<file path="config.mk">
export PLATFORM = sky130hd
export DESIGN_NAME = dfwb_front
export DESIGN_NICKNAME = d
export VERILOG_FILES = /design/src/hw/rtl/assert_macros.svh /design/src/hw/rtl/dfwb_pkg.sv /design/src/hw/rtl/dfwb_front.sv
export SDC_FILE = /design/constraint.sdc
export NUM_CORES = 2
export LEC_CHECK = 0
export ABC_CLOCK_PERIOD_IN_PS = 4000
export BUFFER_PORTS_ARGS = -buffer_cell sky130_fd_sc_hd__buf_2
export CORE_MARGIN = 2
export CORE_UTILIZATION = 35
export CTS_BUF_LIST = sky130_fd_sc_hd__clkbuf_16
export CTS_CLUSTER_SIZE = 12
export DETAILED_ROUTE_END_ITERATION = 7
export SETUP_SLACK_MARGIN = 0.1
export SLEW_MARGIN = 20
export SYNTH_ARGS = -nofsm -noshare
export SYNTH_HDL_FRONTEND = slang
export SYNTH_SLANG_ARGS = --single-unit
</file>
<file path="constraint.sdc">
create_clock -name clk_i -period 4 [get_ports clk_i]
set_input_delay 0.4 -clock clk_i [delete_from_list [all_inputs] [get_ports clk_i]]
set_output_delay 0.4 -clock clk_i [all_outputs]
set_load 0.02 [all_outputs]
</file>
<file path="src/hw/rtl/assert_macros.svh">
// Assertion macros used by the RTL top level
`ifndef ASSERT_MACROS_SVH
`define ASSERT_MACROS_SVH
`ifndef SYNTHESIS
`define ASSERT_IMPL(label, clk, rst_n, prop, msg) \
  label: assert property (@(posedge clk) disable iff (!rst_n) prop) else $error(msg);
`define ASSERT_NEXT(label, clk, rst_n, pre, post, msg) \
  label: assert property (@(posedge clk) disable iff (!rst_n) pre |=> post) else $error(msg);
`else
`define ASSERT_IMPL(label, clk, rst_n, prop, msg)
`define ASSERT_NEXT(label, clk, rst_n, pre, post, msg)
`endif
`endif

</file>
<file path="src/hw/rtl/dfwb_pkg.sv">
// Types and constants of the depth focus window block
package dfwb_pkg;
  localparam int unsigned DEPTH_BITS = 24;
  localparam int unsigned REG_W      = 24;
  localparam int unsigned BYTE_W     = 8;
  localparam int unsigned DIST_W     = 40;
  localparam int unsigned PROD_W     = DEPTH_BITS + REG_W;
  localparam int unsigned DEN_W      = PROD_W + 1;
  localparam int unsigned NUM_W      = 2 * REG_W + DEPTH_BITS;
  localparam int unsigned OFF_W      = REG_W + 2;
  localparam int unsigned SCL_W      = OFF_W + BYTE_W;
  localparam int unsigned CFG_IDX_W  = 2;

  typedef enum logic [CFG_IDX_W-1:0] {
    REG_NEAR   = 2'd0,
    REG_FAR    = 2'd1,
    REG_CENTER = 2'd2,
    REG_RANGE  = 2'd3
  } reg_idx_e;

  typedef struct packed {
    logic [DEPTH_BITS-1:0] depth_sample;
    logic                  frame_end;
  } in_beat_t;

  typedef struct packed {
    logic [BYTE_W-1:0] depth_byte;
    logic              disabled;
    logic              frame_end_out;
  } out_beat_t;

  typedef struct packed {
    logic disabled;
    logic frame_end;
    logic force_max;
    logic force_zero;
  } ctl_t;
endpackage

</file>
<file path="src/hw/rtl/dfwb_front.sv">
// Front stages: products, numerator and denominator, overflow check
module dfwb_front import dfwb_pkg::*; (
  input  logic                  clk_i,
  input  logic                  rst_ni,
  input  logic                  en_i,
  input  logic                  valid_i,
  input  in_beat_t              beat_i,
  input  logic [REG_W-1:0]      near_i,
  input  logic [REG_W-1:0]      far_i,
  input  logic                  disabled_i,
  output logic                  valid_o,
  output logic [DEN_W-1:0]      rem_o,
  output logic [DIST_W-1:0]     low_o,
  output logic [DEN_W-1:0]      den_o,
  output ctl_t                  ctl_o
);
  logic                v1_q, v2_q, v3_q;
  logic [PROD_W-1:0]   pf_q, pn_q;
  logic [2*REG_W-1:0]  a_q;
  ctl_t                c1_q, c2_q, c3_q;
  logic [NUM_W-1:0]    num_q;
  logic [DEN_W-1:0]    den2_q, den3_q, rem3_q;
  logic [DIST_W-1:0]   low3_q;
  logic [NUM_W-1:0]    num_d;
  logic [DEN_W-1:0]    den_d, hi_d;
  logic                sat_d;
  ctl_t                c1_d, c3_d;
  logic [DEPTH_BITS-1:0] inv_d;

  always_comb begin
    c1_d            = '0;
    c1_d.disabled   = disabled_i;
    c1_d.frame_end  = beat_i.frame_end;
    // distance from the far end of the depth range, kept at sample width
    inv_d = ~beat_i.depth_sample;
    num_d = {a_q, {DEPTH_BITS{1'b0}}} - NUM_W'(a_q);
    den_d = DEN_W'(pf_q) + DEN_W'(pn_q);
    hi_d  = DEN_W'(num_q[NUM_W-1:DIST_W]);
    sat_d = (hi_d >= den2_q);
    c3_d  = c2_q;
    c3_d.force_max = (den2_q == '0) || sat_d;
  end

  always_ff @(posedge clk_i or negedge rst_ni) begin
    if (!rst_ni) begin
      v1_q <= 1'b0;
      v2_q <= 1'b0;
      v3_q <= 1'b0;
    end else if (en_i) begin
      v1_q <= valid_i;
      v2_q <= v1_q;
      v3_q <= v2_q;
    end
  end

  always_ff @(posedge clk_i) begin
    if (en_i) begin
      pf_q   <= far_i * inv_d;
      pn_q   <= near_i * beat_i.depth_sample;
      a_q    <= far_i * near_i;
      c1_q   <= c1_d;
      num_q  <= num_d;
      den2_q <= den_d;
      c2_q   <= c1_q;
      rem3_q <= hi_d;
      low3_q <= num_q[DIST_W-1:0];
      den3_q <= den2_q;
      c3_q   <= c3_d;
    end
  end

  assign valid_o = v3_q;
  assign rem_o   = rem3_q;
  assign low_o   = low3_q;
  assign den_o   = den3_q;
  assign ctl_o   = c3_q;
endmodule

</file>
Word-level counts from Yosys, hierarchy flattened
Index checks and enable logic that the tools add are counted.

$mul: 3. Add/subtract/negate cells: 2. Order comparisons: 1. Bitwise logic cells: 1. Reduce and logical (&&, ||, !) cells: 2.

Operators with widths (count): multiplier 24 x 24 -> 48 bit (3); subtractor 72 x 48 -> 72 bit (1); adder 48 x 48 -> 49 bit (1); >= comparator 32 x 49 -> 1 bit (1); logical NOT 49 bit (1); inverter 24 bit (1); logical OR 1 bit (1).

Register bits: 396. Input port bits: 78. Output and inout port bits: 143. Logic and storage cells: 27.

Depth between registers and ports, before layout
Word-level depth: 2. Mapped depth: 28. Mapped depth without buffers: 25.

Least setup slack after synthesis
Ideal clock, no wire load.

Path kind: input-to-reg. Start: input beat_i[4] in the netlist's numbering. End: register pn_q[47], data pin. Setup slack: -3.172 ns. Arrival time: 6.906 ns. Buffers on the path: 3. Cell stages on the path: 28. Required time: 3.734 ns. Cells stage by stage: clkbuf_1 > clkbuf_1 > nand2_1 > fa_1 > inv_1 > fa_1 > inv_1 > fa_1 > inv_1 > fa_1 > inv_1 > fa_1 > inv_1 > fa_1 > inv_1 > fa_1 > inv_1 > ha_1 > clkbuf_1 > nand2_1 > nor2_1 > nand3_1 > a2111oi_0 > nor2_1 > a31oi_1 > a21oi_1 > o211ai_1 > or3b_1.

Longest elaborated chain between the ends: 1.

Ends and longest elaborated chain: from (decl) (RTL line dfwb_front.sv:7) `input in_beat_t beat_i,`; multiplier 24 x 24 -> 48 bit (RTL line dfwb_front.sv:59) `pn_q <= near_i * beat_i.depth_sample;`; to (signal assigned) (RTL line dfwb_front.sv:59); to (decl) (RTL line dfwb_front.sv:18) `logic [PROD_W-1:0] pf_q, pn_q;`.

Every way passes these cells. A chain may end at the register's enable or synchronous reset.

Final worst setup path
Start: input far_i[10]. End: register pf_q[44], data pin.

Longest elaborated chain between the ends: 1.

Ends and longest elaborated chain: from (decl) (RTL line dfwb_front.sv:9) `input logic [REG_W-1:0] far_i,`; multiplier 24 x 24 -> 48 bit (RTL line dfwb_front.sv:58) `pf_q <= far_i * inv_d;`; to (signal assigned) (RTL line dfwb_front.sv:58); to (decl) (RTL line dfwb_front.sv:18).

Every way passes these cells.

==> flow_summary.toml <==
[floorplanning]
top_level_ports = 221
floorplan.rows = 170
chipWidth_um = 469
start_util = 0.353
dieArea_um2 = 220000
core-area_um2 = 215000
die-height_um = 469

[worst_setup_path]
rr_startpoint = "a_q[16]"
critical_path.endpoint_type = "register"
cp-start-kind = "input pin"
reg2reg_setup_slack_ns = 0.36
path_class = "input pin to register"
cell_depth_of_the_worst_flop_to_flop_path = 11
crit_fanout = 4
critical_path.reg2reg.endpoint = "num_q[66]"
critical_path_arrival_ns = 6.77
timing.critical_path.required_ns = 4.38

[run_status]
violations = "negative setup slack"
outcome = "complete, but fails checks"

[drt]
finalWirelength_mm = 232
route.antenna.remaining_nets = 0
num_vias = 56900
drcViolationCount = 0
avgRoutedWirePerCell_um = 19.9
vias_per_cell = 4.88
drt_pass1_iterations = 6
first_iter_violations = 3275

[synthesis]
synth-edff-count = 393
synthDistinctLibCells = 85
synthesis.instances = 7895
postSynthAreaPerCell_um2 = 9.60
synth_async_sr_flop_share = 0.00758
netlist_area_um2 = 75800
sequential_cell_area_fraction_in_the_yosys_report = 0.157
top_reg_cell_synth = "sky130_fd_sc_hd__edfxtp_1"
number_of_register_bits_inferred_by_synthesis = 396
synthesis.yosys.warnings = 0

[cells_and_area]
final-seq-area_um2 = 11900
finalNetCount = 10900
post_route_cells_drive_above_1_share = 0.237
multiInputGateArea_um2 = 59700
flow.area_growth_from_synthesis_pct = 25.7
layout_commonest_cell = "sky130_fd_sc_hd__inv_1"
fill_cells = 20300
most-common-layout-cells = "sky130_fd_sc_hd__inv_1, sky130_fd_sc_hd__fa_1, sky130_fd_sc_hd__buf_4"

[timing]
worst_slew_pin_slew_ns = 0.805
report.final.slew_viol_count = 0
max_slew_headroom = 0.457
clock-skew-final_ns = 0.0178
rsz0062_at_grt = "true"
timing.fmax_ghz = 0.156
fin_ws_ns = -2.39
layout_worst_path_cycle_share = 1.60
hold_ws_ns = 0.112
min_period_ns = 6.39
timing.final.setup_violations = 121
report.final.hold_viol_count = 0

[global_route]
gr-total-overflow = 0
grt_start_max_net_pins = 92
track_usage = 0.211
vias_in_the_first_global_route = 62800
grt_antenna_before_repair = 2
first_pass_grt_wire_length_mm = 363

[cts]
htree_num_levels = 2
root_buffer = "sky130_fd_sc_hd__clkbuf_16"
cts.reportedPaths.clkPinSlew_ns = 0.06
tritoncts.num_buffers = 48
cts.path.max_buffers = 3
tritoncts = "done"
cts.sink_count = 396
clock_latency_ns = 0.62

[flow_run]
timing.max_cap.violations = 0

[place]
gp_congestion = 0.931
detailedPlacementHpwl_mm = 193
buffer_ports.inserted = 202

[min_path]
timing.hold.worst.class = "input pin to asynchronous set/reset pin"
## worst max-delay path by stage
stage | startpoint | endpoint | slack [ns] | cells after the start
final | far_i[10] | pf_q[44] | -2.39 | 26
after global routing | beat_i[7] | pn_q[47] | -2.52 | 25
after CTS | beat_i[5] | pf_q[46] | -2.60 | 27
after detailed placement | far_i[13] | pf_q[46] | -3.55 | 25
after global placement | near_i[4] | pn_q[47] | -3.44 | 28
after floorplan | beat_i[7] | pf_q[44] | -2.70 | 26
## sequential cells by signal (all words and copies together), names as in the netlist
signal / flops
v2_q: 1
pf_q: 48
v1_q: 1
pn_q: 48
num_q: 72
den2_q: 49
c2_q: 2
rem_o: 32
den_o: 49
valid_o: 1
c1_q: 2
ctl_o: 3
a_q: 48
low_o: 40
## cell families after synthesis
logic type / count (synthesis) / synth area share
compound gates: 664 / 0.0560
mux: 5 / 0.000710
other cells: 1 / 0.0000495
buf+inv: 2183 / 0.109
fa+ha+maj: 2074 / 0.486
simple gates: 2329 / 0.164
xor+xnor: 243 / 0.0281
flops: 396 / 0.157
## synthesized netlist by cell type (130+ instances only)
cell type / instances / share of area
sky130_fd_sc_hd__and2_1: 597 / 0.049
sky130_fd_sc_hd__clkbuf_1: 429 / 0.021
sky130_fd_sc_hd__xnor2_1: 172 / 0.020
sky130_fd_sc_hd__edfxtp_1: 393 / 0.16
sky130_fd_sc_hd__nand2b_1: 317 / 0.026
sky130_fd_sc_hd__nor2b_1: 307 / 0.025
sky130_fd_sc_hd__a21oi_1: 227 / 0.015
sky130_fd_sc_hd__fa_1: 1447 / 0.38
sky130_fd_sc_hd__ha_1: 627 / 0.10
sky130_fd_sc_hd__nand2_1: 726 / 0.036
sky130_fd_sc_hd__inv_1: 1732 / 0.086
sky130_fd_sc_hd__nor2_1: 130 / 0.0064
## final cells by class
class                      count  area share
clock inverter                37     0.00380
timing repair buffer        1277       0.127
tap                         2838      0.0373
inverter                    1732      0.0683
antenna                        1   0.0000263
sequential                   396       0.125
multi-input combinational   5333       0.626
clock buffer                  49      0.0129
## worst max-delay path, stage by stage
cell,delay [ns]
sky130_fd_sc_hd__buf_12,0.11
sky130_fd_sc_hd__buf_8,0.12
sky130_fd_sc_hd__buf_6,0.11
sky130_fd_sc_hd__nand2b_4,0.05
sky130_fd_sc_hd__fa_1,0.55
sky130_fd_sc_hd__inv_2,0.05
sky130_fd_sc_hd__fa_1,0.55
sky130_fd_sc_hd__inv_2,0.04
sky130_fd_sc_hd__fa_1,0.52
sky130_fd_sc_hd__inv_1,0.06
sky130_fd_sc_hd__fa_2,0.34
sky130_fd_sc_hd__fa_1,0.51
sky130_fd_sc_hd__fa_1,0.62
sky130_fd_sc_hd__inv_2,0.05
sky130_fd_sc_hd__fa_2,0.52
sky130_fd_sc_hd__inv_2,0.04
sky130_fd_sc_hd__ha_4,0.15
sky130_fd_sc_hd__a21o_1,0.18
sky130_fd_sc_hd__o41a_1,0.49
sky130_fd_sc_hd__o211ai_1,0.21
sky130_fd_sc_hd__buf_4,0.17
sky130_fd_sc_hd__nand2_2,0.06
sky130_fd_sc_hd__a311o_1,0.31
sky130_fd_sc_hd__a2111o_1,0.39
sky130_fd_sc_hd__nand2_1,0.08
sky130_fd_sc_hd__xnor2_1,0.07
## per-layer routing
layer	wire length, um	track usage	share of wire
met1	94100	0.262	0.41
met2	116000	0.376	0.50
met4	11400	0.0823	0.049
met5	9	0	0.000039
met3	10200	0.0222	0.044
## stage by stage
stage               instance area, um2  setup TNS [ns]  setup slack, ns  utilization  std cells
floorplan                        78700         -225.47            -2.70            -       7912
global placement                 87600         -335.97            -3.44        0.408      11400
detailed placement               87600         -339.61            -3.55        0.408      11400
CTS                              92100         -220.11            -2.60        0.429      11600
global route                     95200         -232.62            -2.52        0.443      11700
finish                           95200         -215.80            -2.39        0.443      11700
## what timing repair did
action,CTS,global route
endpoints found under the setup margin,126,129
hold buffers,4,0
hold endpoints to repair,6,0
gates cloned,9,8
pin swaps,186,374
setup buffers,80,99
resized for setup,474,600
Power is not shown: default switching activity piles up to over one toggle a cycle in this logic, so the estimate is an artifact.
