==> src/hw/rtl/assert_macros.svh <==
// Assertion macros used by the RTL top level
`ifndef ASSERT_MACROS_SVH
`define ASSERT_MACROS_SVH
`ifndef SYNTHESIS
`define ASSERT_IMPL(label, clk, rst_n, prop, msg) \
  label: assert property (@(posedge clk) disable iff (!rst_n) prop) else $error(msg);
`define ASSERT_NEXT(label, clk, rst_n, pre, post, msg) \
  label: assert property (@(posedge clk) disable iff (!rst_n) pre |=> post) else $error(msg);
`else
`define ASSERT_IMPL(label, clk, rst_n, prop, msg)
`define ASSERT_NEXT(label, clk, rst_n, pre, post, msg)
`endif
`endif

==> src/hw/rtl/dfwb_pkg.sv <==
// Types and constants of the depth focus window block
package dfwb_pkg;
  localparam int unsigned DEPTH_BITS = 24;
  localparam int unsigned REG_W      = 24;
  localparam int unsigned BYTE_W     = 8;
  localparam int unsigned DIST_W     = 40;
  localparam int unsigned PROD_W     = DEPTH_BITS + REG_W;
  localparam int unsigned DEN_W      = PROD_W + 1;
  localparam int unsigned NUM_W      = 2 * REG_W + DEPTH_BITS;
  localparam int unsigned OFF_W      = REG_W + 2;
  localparam int unsigned SCL_W      = OFF_W + BYTE_W;
  localparam int unsigned CFG_IDX_W  = 2;

  typedef enum logic [CFG_IDX_W-1:0] {
    REG_NEAR   = 2'd0,
    REG_FAR    = 2'd1,
    REG_CENTER = 2'd2,
    REG_RANGE  = 2'd3
  } reg_idx_e;

  typedef struct packed {
    logic [DEPTH_BITS-1:0] depth_sample;
    logic                  frame_end;
  } in_beat_t;

  typedef struct packed {
    logic [BYTE_W-1:0] depth_byte;
    logic              disabled;
    logic              frame_end_out;
  } out_beat_t;

  typedef struct packed {
    logic disabled;
    logic frame_end;
    logic force_max;
    logic force_zero;
  } ctl_t;
endpackage

==> src/hw/rtl/dfwb_window.sv <==
// Focus window compare and offset scaling ahead of the byte divider
module dfwb_window import dfwb_pkg::*; (
  input  logic               clk_i,
  input  logic               rst_ni,
  input  logic               en_i,
  input  logic               valid_i,
  input  logic [DIST_W-1:0]  dist_i,
  input  ctl_t               ctl_i,
  input  logic [REG_W-1:0]   center_i,
  input  logic [REG_W-1:0]   range_i,
  output logic               valid_o,
  output logic [OFF_W-1:0]   rem_o,
  output logic [BYTE_W-1:0]  low_o,
  output ctl_t               ctl_o
);
  logic               v1_q, v2_q;
  logic [OFF_W-1:0]   off_q;
  ctl_t               c1_q, c2_q, c1_d;
  logic [SCL_W-1:0]   prod_q;
  logic [REG_W:0]     win_end;
  logic               start_pos, at_low, at_high;
  logic [OFF_W-1:0]   off_d;
  logic [SCL_W-1:0]   prod_d;

  always_comb begin
    win_end   = {1'b0, center_i} + {1'b0, range_i};
    start_pos = (center_i >= range_i);
    at_low    = start_pos && (dist_i <= DIST_W'(center_i - range_i));
    at_high   = (dist_i >= DIST_W'(win_end));
    off_d     = dist_i[OFF_W-1:0] + OFF_W'(range_i) - OFF_W'(center_i);
    c1_d            = ctl_i;
    c1_d.force_zero = ctl_i.disabled || (!ctl_i.force_max && at_low);
    c1_d.force_max  = !ctl_i.disabled && (ctl_i.force_max || at_high);
    prod_d = {off_q, {BYTE_W{1'b0}}} - SCL_W'(off_q);
  end

  always_ff @(posedge clk_i or negedge rst_ni) begin
    if (!rst_ni) begin
      v1_q <= 1'b0;
      v2_q <= 1'b0;
    end else if (en_i) begin
      v1_q <= valid_i;
      v2_q <= v1_q;
    end
  end

  always_ff @(posedge clk_i) begin
    if (en_i) begin
      off_q  <= off_d;
      c1_q   <= c1_d;
      prod_q <= prod_d;
      c2_q   <= c1_q;
    end
  end

  assign valid_o = v2_q;
  assign rem_o   = prod_q[SCL_W-1:BYTE_W];
  assign low_o   = prod_q[BYTE_W-1:0];
  assign ctl_o   = c2_q;
endmodule

==> config.mk <==
export PLATFORM = sky130hd
export DESIGN_NAME = dfwb_window
export DESIGN_NICKNAME = d
export VERILOG_FILES = /design/src/hw/rtl/assert_macros.svh /design/src/hw/rtl/dfwb_pkg.sv /design/src/hw/rtl/dfwb_window.sv
export SDC_FILE = /design/constraint.sdc
export NUM_CORES = 1
export LEC_CHECK = 0
export BUFFER_PORTS_ARGS = -buffer_cell sky130_fd_sc_hd__buf_4
export CAP_MARGIN = 10
export CELL_PAD_IN_SITES_DETAIL_PLACEMENT = 1
export CELL_PAD_IN_SITES_GLOBAL_PLACEMENT = 2
export CORE_ASPECT_RATIO = 1.25
export CORE_MARGIN = 8
export CORE_UTILIZATION = 39
export CTS_BUF_LIST = sky130_fd_sc_hd__clkbuf_16
export DETAILED_ROUTE_END_ITERATION = 12
export PLACE_DENSITY = 0.88
export SYNTH_ARGS = -nofsm -noshare
export SYNTH_HDL_FRONTEND = slang
export SYNTH_SLANG_ARGS = --single-unit
==> constraint.sdc <==
create_clock -name clk_i -period 4.9 [get_ports clk_i]
set_clock_uncertainty 0.05 [all_clocks]
set_input_delay 0.245 -clock clk_i [delete_from_list [all_inputs] [get_ports clk_i]]
set_output_delay 0.245 -clock clk_i [all_outputs]
set_load 0.01 [all_outputs]
---- Word level (Yosys, flattened, before mapping) ----
Index checks and enable logic that the tools add are counted.
word-level totals
  logic and storage cells ................. 27
  register bits after elaboration ......... 70
  output and inout port bits .............. 39
  bits of input ports ..................... 96
operators by class
  magnitude comparators ................... 3
  reduce and logical (&&, ||, !) cells .... 7
  add/subtract/negate cells ............... 5
operator list
  operator                                      number
  greater-or-equal comparator 40 x 25 -> 1 bit  1
  <= comparator 40 bit                          1
  subtractor 34 x 26 -> 34 bit                  1
  adder 26 x 24 -> 26 bit                       1
  subtractor 26 x 24 -> 26 bit                  1
  adder 24 x 24 -> 25 bit                       1
  subtractor 24 x 24 -> 25 bit                  1
  greater-or-equal comparator 24 bit            1
  logical AND 1 bit                             3
  logical NOT 1 bit                             2
  logical OR 1 bit                              2

---- Depth between registers and ports, before layout ----
Gate-level depths: netlist of the first run.
  word-level depth ........................ 5
  depth in mapped cells ................... 20
  mapped depth without buffers ............ 20

---- Worst setup path before layout of the first run ----
OpenSTA, ideal clock, no wires.
  path type ............................... input to register
  start ................................... in range_i[2]
  end ..................................... reg c1_q[0] (netlist name), data pin
  data required time ...................... 4584 ps
  setup slack ............................. 1071 ps
  stages .................................. 18
  arrival ................................. 3513 ps
  path through ............................ inv_1 -> ha_1 -> buf_2 -> nor2b_1 -> o31a_1 -> o22a_1 -> a21oi_1 -> a21oi_1 -> a221o_1 -> ha_1 -> a21o_1 -> a21o_1 -> a21oi_1 -> or4_1 -> nand3_1 -> a21oi_1 -> o211ai_1 -> a22oi_1
RTL lines
  what                    line               source
  start: declaration      dfwb_window.sv:10  input logic [REG_W-1:0] range_i,
  end signal: assignment  dfwb_window.sv:50  c1_q <= c1_d;
  end: declaration        dfwb_window.sv:18  ctl_t c1_q, c2_q, c1_d;

==> summary.txt, run 1 <==
Drt
  • Drt first-iter violations: roughly 310
  • Routed vias: ~8300
  • DR vias/cell: 5.37
  • Routed WL: approximately 27000 um
  • Antenna Nets Post-Route: 0
  • DR pass1 iterations: 4
  • Wire per inst: 17.4 um
  • DRC Markers: 0

Critical path
  • Reg2reg setup slack: 1830 ps
  • CP max FO: 15
  • Required @ worst endpoint: 4910 ps
  • Highest cell delay on the worst timing path: 580 ps
  • Critical path capture point type: flip-flop
  • WS Path Type: input port to flip-flop
  • CP startpoint kind: input port
  • Worst path most repeated cell: a21oi_1
  • Worst Path Arrival: roughly 4200 ps
  • CP cell instances: buf_4 > inv_1 > ha_1 > a2111oi_0 > o31ai_1 > a31o_1 > a21oi_1 > a21oi_1 > a221o_1 > buf_4 > ha_1 > a21o_1 > a21o_1 > a21oi_1 > or4_1 > nand3_1 > a21oi_1 > o211ai_1 > a22oi_1
  • Capturing point of the worst reg2reg path: prod_q[29]
  • Slowest CP cell: a2111oi_0
  • Reg2reg start: off_q[2]
  • Worst r2r path cells: 9
  • Crit path from: range_i[15]

Global route
  • Gr ovfl total: 0
  • Vias in the first global route: ~9000
  • Global Route Usage Sum: 18.2%
  • Largest net degree at the start of global routing: 71
  • Initial antenna violation count: 0
  • First-pass GRT wire length: 43700 um

Logic synthesis
  • Post-synth top area share: 21.6%
  • EDFF count, synth: 68
  • Mapped Cells: 1097
  • Avg Cell Area, Syn: 8.63 um^2
  • Top post-synthesis cells by count: 158 x ha_1, 155 x inv_1, 95 x a21oi_1, 91 x nor2_1
  • Proportion of synthesized chip area in sequential cells: 22.1%
  • Cell Area, Synth: 9460 um^2
  • Ys flop type: edfxtp_1
  • Synth async-reset ratio: 2.86%
  • Mapped Nets: 1377
  • Post-synth cell types: 74
  • Synth top area cells: edfxtp_1 22%, ha_1 21%, xnor2_1 6.3%, inv_1 6.1%, fa_1 5.5%
  • Most common cell in the netlist: ha_1
  • Yosys top cell by area: edfxtp_1
  • Flop and latch count out of synthesis: 70
  • Syn. warnings: 0

Layout
  • Layout Nets: 1504
  • Synth-to-Final Area Change: 17.3%
  • Layout filler cell count: 2921
  • Layout cells sized above 1: 15.1%
  • Ant diodes: 0

Clock network
  • CTS tree: done
  • CTS clk-pin slew, worst paths: roughly 50 ps
  • Clock sinks: 70
  • Inserted Clock Buffers: 9
  • CTS max path bufs: 2
  • Root Driver: clkbuf_16
  • Clk_lat worst skew: 330 ps
  • H-tree levels: 3

Power
  • Clk pwr share: 15.2%
  • Seq pwr share: 26.1%
  • Pwr Density: about 360 nW/um^2
  • Net Switching: roughly 1600 uW
  • Combinational fraction of design power: 58.7%
  • Internal cell power: between 2000 and 2500 uW
  • Static Leak: about 0.0053 uW
  • Switching Fraction: 40.7%
  • VDD IR max: 0.150 mV
  • Pwr Total: 3980 uW

Run status
  • Outcome: complete, no violations

Worst hold path
  • Hold depth: 1
  • Hold EP: c1_q[2]
  • Worst hold path class: input port to flip-flop
  • Worst hold start: ctl_i[2]

STA
  • Final min period: 4190 ps
  • Final count of pins violating max slew: 0
  • Tcrit/Tclk final: 85.5%
  • Final hold violations: 0
  • Upper clock frequency limit: approximately 0.24 GHz
  • Setup violators final: 0
  • Slew margin rel.: 44.2%
  • Worst-margin pin slew: 837 ps
  • RSZ-0062 raised after global routing: no
  • PnR worst setup slack: between 700 and 800 ps
  • Setup_tns: 0 ps

Place
  • Dpl hpwl: 23400 um
  • Routability cong.: 0.890
  • Number of buffers added on ports: 133
  • Pre-CTS setup slack: ~400 ps

Die
  • DIE AREA: 29500 um^2
  • # IOs: 135
  • Die H: 190 um
  • Area of the core: 23800 um^2
  • Die width: 155 um
  • Initial core utilization: between 30% and 40%
  • Row cnt: 63

Run
  • Maxcap violations: 0
==> worst max-delay path: cells and delay by family <==
family | cells | cell delay, ps
AO/OA/AOI/OAI | 12 | 2330
buffers and inverters | 3 | 400
adder cells (fa/ha/maj) | 2 | 570
AND/OR/NAND/NOR | 2 | 650
==> power groups by stage <==
stage / combinational (uW) / sequential (uW) / clock (uW)
after floorplan: 1570 / 1080 / 0
after global placement: 2280 / 1050 / 0
after detailed placement: 2340 / 1050 / 0
after CTS: 2360 / 1040 / 621
after global routing: 2620 / 1060 / 647
final: 2340 / 1040 / 603
==> cell type report <==
cell class	count	area, um^2	area share (%)
multi-input combinational	844	6670	60.1
sequential	70	2090	18.8
timing repair buffer	141	1060	9.56
inverter	158	593	5.34
tap	325	407	3.66
clock buffer	9	225	2.03
clock inverter	7	56.3	0.507
==> per-layer routing <==
layer	wire, um	vias to the layer above	GRT usage, %
met5	0	-	0
met4	769	0	6.96
met3	849	38	1.98
met2	13900	158	34.1
met1	11500	3980	20.7
li1	-	4172	-
==> state kept, by name, summed over array words and instances (netlist names) <==
name,flops
c1_q,4
ctl_o,4
valid_o,1
prod_q,34
v1_q,1
off_q,26
==> cell families after synthesis <==
logic type      after synthesis  synth area share [%]
mux                           7                 0.767
compound gates              299                  21.6
simple gates                273                  14.3
xor+xnor                     81                  7.50
buf+inv                     183                  7.43
fa+ha+maj                   184                  26.4
flops                        70                  22.1
==> layout by cell type (no fill, tap or decap), types with 26 or more instances in the layout <==
cell,netlist,layout
a21o_1,50,50
nand3_1,30,30
edfxtp_1,68,68
buf_4,1,140
o21ai_0,31,31
nand2_1,41,41
ha_1,158,158
xnor2_1,68,68
fa_1,26,26
nor2_1,91,91
a21oi_1,95,95
inv_1,155,156
==> worst max-delay path by stage <==
stage / slack [ps] / end / cells past startpoint
global placement: 430 / c1_q[0] / 18
CTS: 720 / c1_q[0] / 18
detailed placement: 390 / c1_q[0] / 18
finish: 710 / c1_q[0] / 19
global route: 390 / c1_q[0] / 19
floorplan: 1070 / c1_q[0] / 18
==> through the flow <==
stage               hold slack (ps)  cells  utilization, %  cell area (um^2)
floorplan                      -101   1097               -              9460
global placement              -22.9   1537            45.4             10800
detailed placement            -20.2   1537            45.4             10800
CTS                            30.5   1554            46.6             11100
global route                   29.2   1554            46.6             11100
finish                         43.8   1554            46.6             11100
==> repair_timing <==
action	in CTS	in global routing
resized for setup	0	0
buffers inserted	0	0
hold buffers	1	0
hold endpoints to repair	2	0
Note: power is estimated with default switching activity, not from simulation.
==> run 2, diff against run 1 <==
--- a/config.mk
+++ b/config.mk
@@ -14,7 +14,7 @@
 export CORE_UTILIZATION = 39
 export CTS_BUF_LIST = sky130_fd_sc_hd__clkbuf_16
 export DETAILED_ROUTE_END_ITERATION = 12
-export PLACE_DENSITY = 0.88
+export PLACE_DENSITY = 0.95
 export SYNTH_ARGS = -nofsm -noshare
 export SYNTH_HDL_FRONTEND = slang
 export SYNTH_SLANG_ARGS = --single-unit
==> run 2 against run 1 <==
Against the previous run:
- register-to-register slack improved by 70 ps
- highest routed layer unchanged
- global-route usage barely moved
- critical endpoint unchanged
- worst setup slack gained 47 ps
- critical path type unchanged
- fmax up 1.1%
- routed wire length down 0.37%
==> summary.txt, run 2 (same netlist as run 1, synthesis figures left out) <==
Global route
  • Vias in the first global route: 9008 (was 9003)
  • Initial antenna violation count: 0 (unchanged)
  • Busiest layer in global routing: met2 (unchanged)
  • First-pass GRT wire length: 44200 um (was 43700 um)
  • Global Route Usage Sum: 18.2% (about the same)
  • GR Layer Usage met3: 2.13% (was 1.98%)
  • Gr ovfl total: 0 (unchanged)
  • M2 GR Usage: 34.0% (was 34.1%)
  • Largest net degree at the start of global routing: 71 (unchanged)
  • Grt met1 use: 20.9% (was 20.7%)

STA
  • Upper clock frequency limit: 0.241 GHz (was 0.239 GHz)
  • Final count of pins violating max slew: 0 (unchanged)
  • Final min period: 4140 ps (was 4190 ps)
  • Worst Hold Slack: 38.0 ps (was 43.8 ps)
  • Worst-margin pin slew: 845 ps (was 837 ps)
  • RSZ-0062 raised after global routing: no (unchanged)
  • Final hold violations: 0 (unchanged)
  • Slew margin rel.: 43.7% (was 44.2%)
  • Setup violators final: 0 (unchanged)
  • Setup_tns: 0 ps (unchanged)
  • Tcrit/Tclk final: 84.6% (was 85.5%)

Worst hold path
  • Hold depth: 1 (unchanged)
  • Worst hold path class: input port to flip-flop (unchanged)
  • Worst hold start: ctl_i[2] (unchanged)

Clock network
  • CTS clk-pin slew, worst paths: 60 ps (was 50 ps)
  • Clk_lat worst skew: 330 ps (about the same)
  • H-tree levels: 3 (unchanged)
  • CTS tree: done (unchanged)
  • Clock sinks: 70 (unchanged)
  • Root Driver: clkbuf_16 (unchanged)
  • Inserted Clock Buffers: 9 (unchanged)
  • Post_cts resized: 0 (unchanged)
  • CTS max path bufs: 2 (unchanged)
  • Post-CTS setup buffer count: 0 (unchanged)

Power
  • Static Leak: 0.00528 uW (about the same)
  • Internal cell power: 2370 uW (was 2360 uW)
  • Net Switching: 1630 uW (was 1620 uW)
  • Seq pwr share: 25.9% (was 26.1%)
  • Clk pwr share: 15.5% (was 15.2%)
  • VDD IR max: 0.165 mV (was 0.150 mV)
  • Pwr Density: 359 nW/um^2 (about the same)
  • Switching Fraction: 40.7% (about the same)
  • Combinational fraction of design power: 58.5% (was 58.7%)

Critical path
  • Crit path from: range_i[14] (was range_i[15])
  • Required @ worst endpoint: 4910 ps (about the same)
  • Worst path most repeated cell: a21oi_1 (unchanged)
  • CP startpoint kind: input port (unchanged)
  • Slowest CP cell: a2111oi_0 (unchanged)
  • CP max FO: 14 (was 15)
  • Worst r2r path cells: 9 (unchanged)
  • Reg2reg start: off_q[2] (unchanged)
  • Critical path capture point type: flip-flop (unchanged)
  • CP cell instances: buf_4 > inv_1 > ha_1 > a2111oi_0 > o31ai_1 > a31o_1 > a21oi_1 > a21oi_1 > a221o_1 > buf_4 > ha_1 > a21o_1 > a21o_1 > a21oi_1 > or4_1 > nand3_1 > a21oi_1 > o211ai_1 > a22oi_1 (unchanged)
  • Worst Path Arrival: 4160 ps (was 4200 ps)
  • WS Path Type: input port to flip-flop (unchanged)
  • Highest cell delay on the worst timing path: 610 ps (was 580 ps)

Layout
  • Most frequent cells in the layout: 158 x ha_1, 155 x inv_1, 140 x buf_4 (was 158 x ha_1, 156 x inv_1, 140 x buf_4)
  • Max FFs per register: 34 (unchanged)
  • Largest Register: prod_q (unchanged)
  • Layout cells sized above 1: 15.3% (was 15.1%)
  • Layout filler cell count: 2923 (was 2921)
  • Largest regs: prod_q: 34 flops, off_q: 26 flops (unchanged)
  • Layout Nets: 1504 (unchanged)
  • Synth-to-Final Area Change: 17.4% (was 17.3%)
  • Most common cell after layout, fill and taps aside: ha_1 (unchanged)
  • Ant diodes: 0 (unchanged)

Drt
  • Wire per inst: 17.3 um (was 17.4 um)
  • DR vias/cell: 5.40 (was 5.37)
  • Drt first-iter violations: 342 (was 312)
  • Routed WL: 26900 um (was 27000 um)
  • DR pass1 iterations: 4 (unchanged)
  • Routed vias: 8391 (was 8348)
  • Antenna Nets Post-Route: 0 (unchanged)
  • DRC Markers: 0 (unchanged)

Die
  • Initial core utilization: 39.8% (unchanged)
  • Die width: 155 um (unchanged)
  • # IOs: 135 (unchanged)
  • DIE AREA: 29500 um^2 (unchanged)
  • Die H: 190 um (unchanged)
  • Area of the core: 23800 um^2 (unchanged)
  • Row cnt: 63 (unchanged)

Place
  • Dpl hpwl: 23200 um (was 23400 um)
  • Routability cong.: 0.912 (was 0.890)
  • Number of buffers added on ports: 133 (unchanged)

Run
  • Maxcap violations: 0 (unchanged)

Run status
  • Outcome: complete, no violations (unchanged)
-- run 2: changes by cell type in the layout (fill, tap and decap cells not counted) --
cell	before	now
clkinv_4	0	1
clkinvlp_4	0	1
inv_1	156	155
clkinv_1	2	1
-- run 2: through the flow --
step | instance area, um^2 | total power, uW | std cells | util, % | setup slack [ps]
2_1_floorplan | 9460 | 2650 | 1097 | - | 1070
3_3_place_gp | 10800 | 3300 | 1537 | 45.4 | 573
3_5_place_dp | 10800 | 3380 | 1537 | 45.4 | 504
4_1_cts | 11100 | 4030 | 1554 | 46.7 | 859
5_1_grt | 11100 | 4330 | 1554 | 46.7 | 548
6_report | 11100 | 3990 | 1554 | 46.7 | 756
-- run 2: worst max-delay path: cells and delay by family --
family / cells / cell delay (ps)
buffers and inverters: 3 / 380
AOI/OAI and AO/OA: 12 / 2340
adders and majority gates: 2 / 550
and+or+nand+nor: 2 / 640
-- run 2: layout make-up --
| class | instances | area [um^2] | area share [%] |
|---|---|---|---|
| Sequential cell | 70 | 2090 | 18.8 |
| Tap cell | 325 | 407 | 3.66 |
| Timing Repair Buffer | 141 | 1060 | 9.55 |
| Multi-Input combinational cell | 844 | 6670 | 60.0 |
| Clock inverter | 7 | 65.1 | 0.586 |
| Inverter | 158 | 593 | 5.34 |
| Clock buffer | 9 | 225 | 2.03 |
-- run 2: final timing paths --
path / endpoint / slack (ps)
hold / removal: c1_q[2] / 40
max in group asynchronous: valid_o / 4520
min in group asynchronous: v1_q / 190
setup / recovery: c1_q[0] / 760
hold reg to reg: ctl_o[3] / 370
setup reg to reg: prod_q[29] / 1900
-- run 2: repair_timing --
action	CTS	global route
endpoints found under the hold margin	2	0
hold buffers	1	0
endpoints found under the setup margin	0	0
-- run 2: power by group through the flow --
stage | clock (uW) | sequential [uW] | combinational, uW
floorplan | 0 | 1080 | 1570
global placement | 0 | 1040 | 2260
detailed placement | 0 | 1050 | 2330
CTS | 640 | 1040 | 2350
global route | 662 | 1060 | 2610
finish | 620 | 1040 | 2340
-- run 2: metal layers --
metal  up-vias  part of all wire (%)
met2       147                    51
met1      4028                    43
met4         0                   2.7
met3        36                   3.2
met5         -                     0
li1       4180                     -
==> run 3, diff against run 2 <==
--- a/config.mk
+++ b/config.mk
@@ -5,16 +5,17 @@
 export SDC_FILE = /design/constraint.sdc
 export NUM_CORES = 1
 export LEC_CHECK = 0
+export ABC_AREA = 1
 export BUFFER_PORTS_ARGS = -buffer_cell sky130_fd_sc_hd__buf_4
 export CAP_MARGIN = 10
 export CELL_PAD_IN_SITES_DETAIL_PLACEMENT = 1
 export CELL_PAD_IN_SITES_GLOBAL_PLACEMENT = 2
 export CORE_ASPECT_RATIO = 1.25
 export CORE_MARGIN = 8
-export CORE_UTILIZATION = 39
+export CORE_UTILIZATION = 30
 export CTS_BUF_LIST = sky130_fd_sc_hd__clkbuf_16
 export DETAILED_ROUTE_END_ITERATION = 12
-export PLACE_DENSITY = 0.95
+export PLACE_DENSITY = 0.9
 export SYNTH_ARGS = -nofsm -noshare
 export SYNTH_HDL_FRONTEND = slang
 export SYNTH_SLANG_ARGS = --single-unit
==> constraint.sdc (replaced) <==
create_clock -name clk_i -period 3.7 [get_ports clk_i]
set_clock_uncertainty 0.05 [all_clocks]
set_input_delay 0.185 -clock clk_i [delete_from_list [all_inputs] [get_ports clk_i]]
set_output_delay 0.185 -clock clk_i [all_outputs]
set_load 0.01 [all_outputs]
==> run 3 against run 2 <==
Against the previous run:
- area after synthesis is 13% higher
- non-clock buffer count rose by 58
- worst setup slack worse by 390 ps
- clock power rose by 63%
- register-to-register slack worse by 710 ps
- final cell count is 44% higher
- global-route usage increased by 0.23 points
- largest cell class unchanged
==> summary.txt, run 3 <==
Clock network
  • Clk_lat worst skew: 340 ps (was 330 ps)
  • Post-CTS setup buffer count: 0 (unchanged)
  • CTS max path bufs: 2 (unchanged)
  • H-tree levels: 3 (unchanged)
  • Root Driver: clkbuf_16 (unchanged)
  • Inserted Clock Buffers: 9 (unchanged)
  • Clock sinks: 70 (unchanged)
  • Post_cts resized: 0 (unchanged)
  • CTS clk-pin slew, worst paths: 60 ps (about the same)
  • CTS tree: done (unchanged)

STA
  • Slew margin rel.: 41.4% (was 43.7%)
  • Worst-margin pin slew: 880 ps (was 845 ps)
  • Upper clock frequency limit: 0.300 GHz
  • Final min period: between 3000 and 4000 ps
  • Final hold violations: 0 (unchanged)
  • Setup_tns: 0 ps (unchanged)
  • Final count of pins violating max slew: 0 (unchanged)
  • PnR worst setup slack: 364 ps (was 756 ps)
  • Worst Hold Slack: 21.4 ps (was 38.0 ps)
  • RSZ-0062 raised after global routing: no (unchanged)
  • Tcrit/Tclk final: 90.2%
  • Setup violators final: 0 (unchanged)

Place
  • Number of buffers added on ports: 133 (unchanged)
  • Dpl hpwl: 34700 um (was 23200 um)
  • Routability cong.: 0.961 (was 0.912)
  • Pre-CTS setup slack: -9.24 ps (was 504 ps)

Critical path
  • WS Path Type: input port to flip-flop (unchanged)
  • Reg2reg setup slack: 1190 ps (was 1900 ps)
  • Reg2reg start: off_q[24] (was off_q[2])
  • CP cell instances: buf_4 > inv_1 > ha_1 > inv_1 > o21bai_1 > a21boi_0 > nand2_1 > nand2_1 > nand3_1 > nand3_1 > nand3_1 > buf_4 > ha_1 > nand2_1 > nor2_1 > nand3_1 > nor2_1 > nand2_1 > nor2_1 > nor2_1 > nand2_1 > nand2_1 > nand3_1 > nand2_1 (was buf_4 > inv_1 > ha_1 > a2111oi_0 > o31ai_1 > a31o_1 > a21oi_1 > a21oi_1 > a221o_1 > buf_4 > ha_1 > a21o_1 > a21o_1 > a21oi_1 > or4_1 > nand3_1 > a21oi_1 > o211ai_1 > a22oi_1)
  • Critical path capture point type: flip-flop (unchanged)
  • CP startpoint kind: input port (unchanged)
  • Capturing point of the worst reg2reg path: prod_q[33] (was prod_q[29])
  • CP max FO: 16 (was 14)
  • Worst Path Arrival: 3390 ps (was 4160 ps)
  • Worst r2r path cells: 11 (was 9)
  • Slowest CP cell: ha_1 (was a2111oi_0)
  • Required @ worst endpoint: 3750 ps (was 4910 ps)
  • Highest cell delay on the worst timing path: 320 ps (was 610 ps)
  • Worst path most repeated cell: nand2_1 (was a21oi_1)

Power
  • Static Leak: 0.00667 uW (was 0.00528 uW)
  • Pwr Total: 5970 uW (was 3990 uW)
  • VDD IR max: 0.258 mV (was 0.165 mV)
  • Pwr Density: 457 nW/um^2 (was 359 nW/um^2)

Logic synthesis
  • Cell Area, Synth: 10700 um^2 (was 9460 um^2)
  • Yosys top cell by area: edfxtp_1 (unchanged)
  • Ys flop type: edfxtp_1 (unchanged)
  • Proportion of synthesized chip area in sequential cells: 19.6% (was 22.1%)
  • Mapped Nets: 1834 (was 1377)
  • Synth async-reset ratio: 2.86% (unchanged)
  • Post-synth cell types: 40 (was 74)
  • Top post-synthesis cells by count: 354 x nand2_1, 280 x inv_1, 174 x nor2_1, 158 x ha_1, 126 x a21oi_1 (was 158 x ha_1, 155 x inv_1, 95 x a21oi_1, 91 x nor2_1)
  • Syn. warnings: 0 (unchanged)
  • Synth top area cells: edfxtp_1 19%, ha_1 19%, nand2_1 12%, inv_1 9.8%, nor2_1 6.1% (was edfxtp_1 22%, ha_1 21%, xnor2_1 6.3%, inv_1 6.1%, fa_1 5.5%)
  • Mapped Cells: 1554 (was 1097)
  • Avg Cell Area, Syn: 6.87 um^2 (was 8.63 um^2)
  • EDFF count, synth: 68 (unchanged)
  • Post-synth top area share: 19.1% (was 21.6%)
  • Most common cell in the netlist: nand2_1 (was ha_1)
  • Flop and latch count out of synthesis: 70 (unchanged)

Drt
  • DRC Markers: 0 (unchanged)
  • DR vias/cell: 4.86 (was 5.40)
  • Routed WL: 38600 um (was 26900 um)
  • Routed vias: 10900 (was 8391)
  • Drt first-iter violations: 310 (was 342)
  • Antenna Nets Post-Route: 0 (unchanged)
  • Wire per inst: 17.3 um (about the same)
  • DR pass1 iterations: 4 (unchanged)

Die
  • Area of the core: 35300 um^2 (was 23800 um^2)
  • Initial core utilization: 30.3% (was 39.8%)
  • Die width: 185 um (was 155 um)
  • Row cnt: 77 (was 63)
  • Die H: 227 um (was 190 um)
  • DIE AREA: 41900 um^2 (was 29500 um^2)
  • # IOs: 135 (unchanged)

Global route
  • First-pass GRT wire length: 60800 um (was 44200 um)
  • Largest net degree at the start of global routing: 73 (was 71)
  • Global Route Usage Sum: 18.4% (was 18.2%)
  • Gr ovfl total: 0 (unchanged)
  • Initial antenna violation count: 0 (unchanged)
  • Vias in the first global route: 12300 (was 9008)

Worst hold path
  • Hold EP: v1_q (was c1_q[2])
  • Hold depth: 3 (was 1)
  • Worst hold start: valid_i (was ctl_i[2])
  • Worst hold path class: input port to flip-flop (unchanged)

Layout
  • Largest Register: prod_q (unchanged)
  • Layout Nets: 2033 (was 1504)
  • Max FFs per register: 34 (unchanged)
  • Ant diodes: 0 (unchanged)
  • Synth-to-Final Area Change: 22.3% (was 17.4%)
  • Core Util, Final: 37.0% (was 46.7%)
  • Most common cell after layout, fill and taps aside: nand2_1 (was ha_1)
  • Layout cells sized above 1: 13.4% (was 15.3%)
  • Most frequent cells in the layout: 354 x nand2_1, 280 x inv_1, 196 x buf_4 (was 158 x ha_1, 155 x inv_1, 140 x buf_4)
  • Largest regs: prod_q: 34 flops, off_q: 26 flops (unchanged)

Run
  • Maxcap violations: 0 (unchanged)

Run status
  • Outcome: complete, no violations (unchanged)
## run 3: cell count changes in the layout (fill, tap and decap cells not counted), sizes merged, moves of 55 or more
cell / previous run / this run
xnor2: 68 / 10
nand2: 41 / 354
nand3: 30 / 88
nor2: 91 / 174
buf: 140 / 196
inv: 158 / 285
xor2: 13 / 68
## run 3: metrics by stage
stage	instances	instance area [um^2]
finish	2232	13100
floorplan	1554	10700
detailed placement	2213	12700
global placement	2213	12700
global route	2232	13100
CTS	2232	13100
## run 3: logic make-up (layout without fill, tap and decap cells)
group	count (synthesis)	in the layout	synth area share, %
AOI/OAI and AO/OA	244	244	13.6
and+or+nand+nor	684	684	26.5
buffers and inverters	294	498	10.5
DFF	70	70	19.6
adders and majority gates	184	184	23.4
xor gates and xnor gates	78	78	6.47
## run 3: layout make-up
cell class / instances / area, um^2
multi-input cells: 1190 / 7460
fillers: 4585 / 22200
well taps: 474 / 593
flip-flops and latches: 70 / 2090
clock buffers: 9 / 225
clock inverters: 7 / 120
repair buffers: 199 / 1500
inverters: 283 / 1060
## run 3: per-layer routing
layer	GRT usage, %	vias to the layer above	wire [um]
li1	-	5450	-
met1	18.7	5189	14900
met2	38.0	154	21500
met3	1.17	63	827
met4	7.26	0	1390
met5	0	-	0
## run 3: critical path: cells and delay by family
family / cells / cell delay, ps
AOI/OAI and AO/OA: 2 / 390
adders and majority gates: 2 / 620
buffers and inverters: 4 / 610
and+or+nand+nor: 16 / 1540
## run 3: worst max path at each step
stage,start,to,slack [ps],depth (start not counted)
3_3_place_gp,center_i[7],c1_q[0],90,23
2_1_floorplan,range_i[7],c1_q[0],540,22
5_1_grt,center_i[0],c1_q[1],100,25
4_1_cts,range_i[9],c1_q[0],340,24
3_5_place_dp,range_i[9],c1_q[0],-9,24
6_report,range_i[9],c1_q[0],360,24
## run 3: power breakdown
part	switching [uW]	total, uW	leakage (uW)	internal, uW
logic	2230	3570	0.00581	1350
registers	141	1390	0.000689	1250
clock network	344	1010	0.000166	661
## run 3: timing repair
action	in CTS	in global routing
hold buffers	3	0
setup endpoints to repair	0	0
hold endpoints to repair	4	0
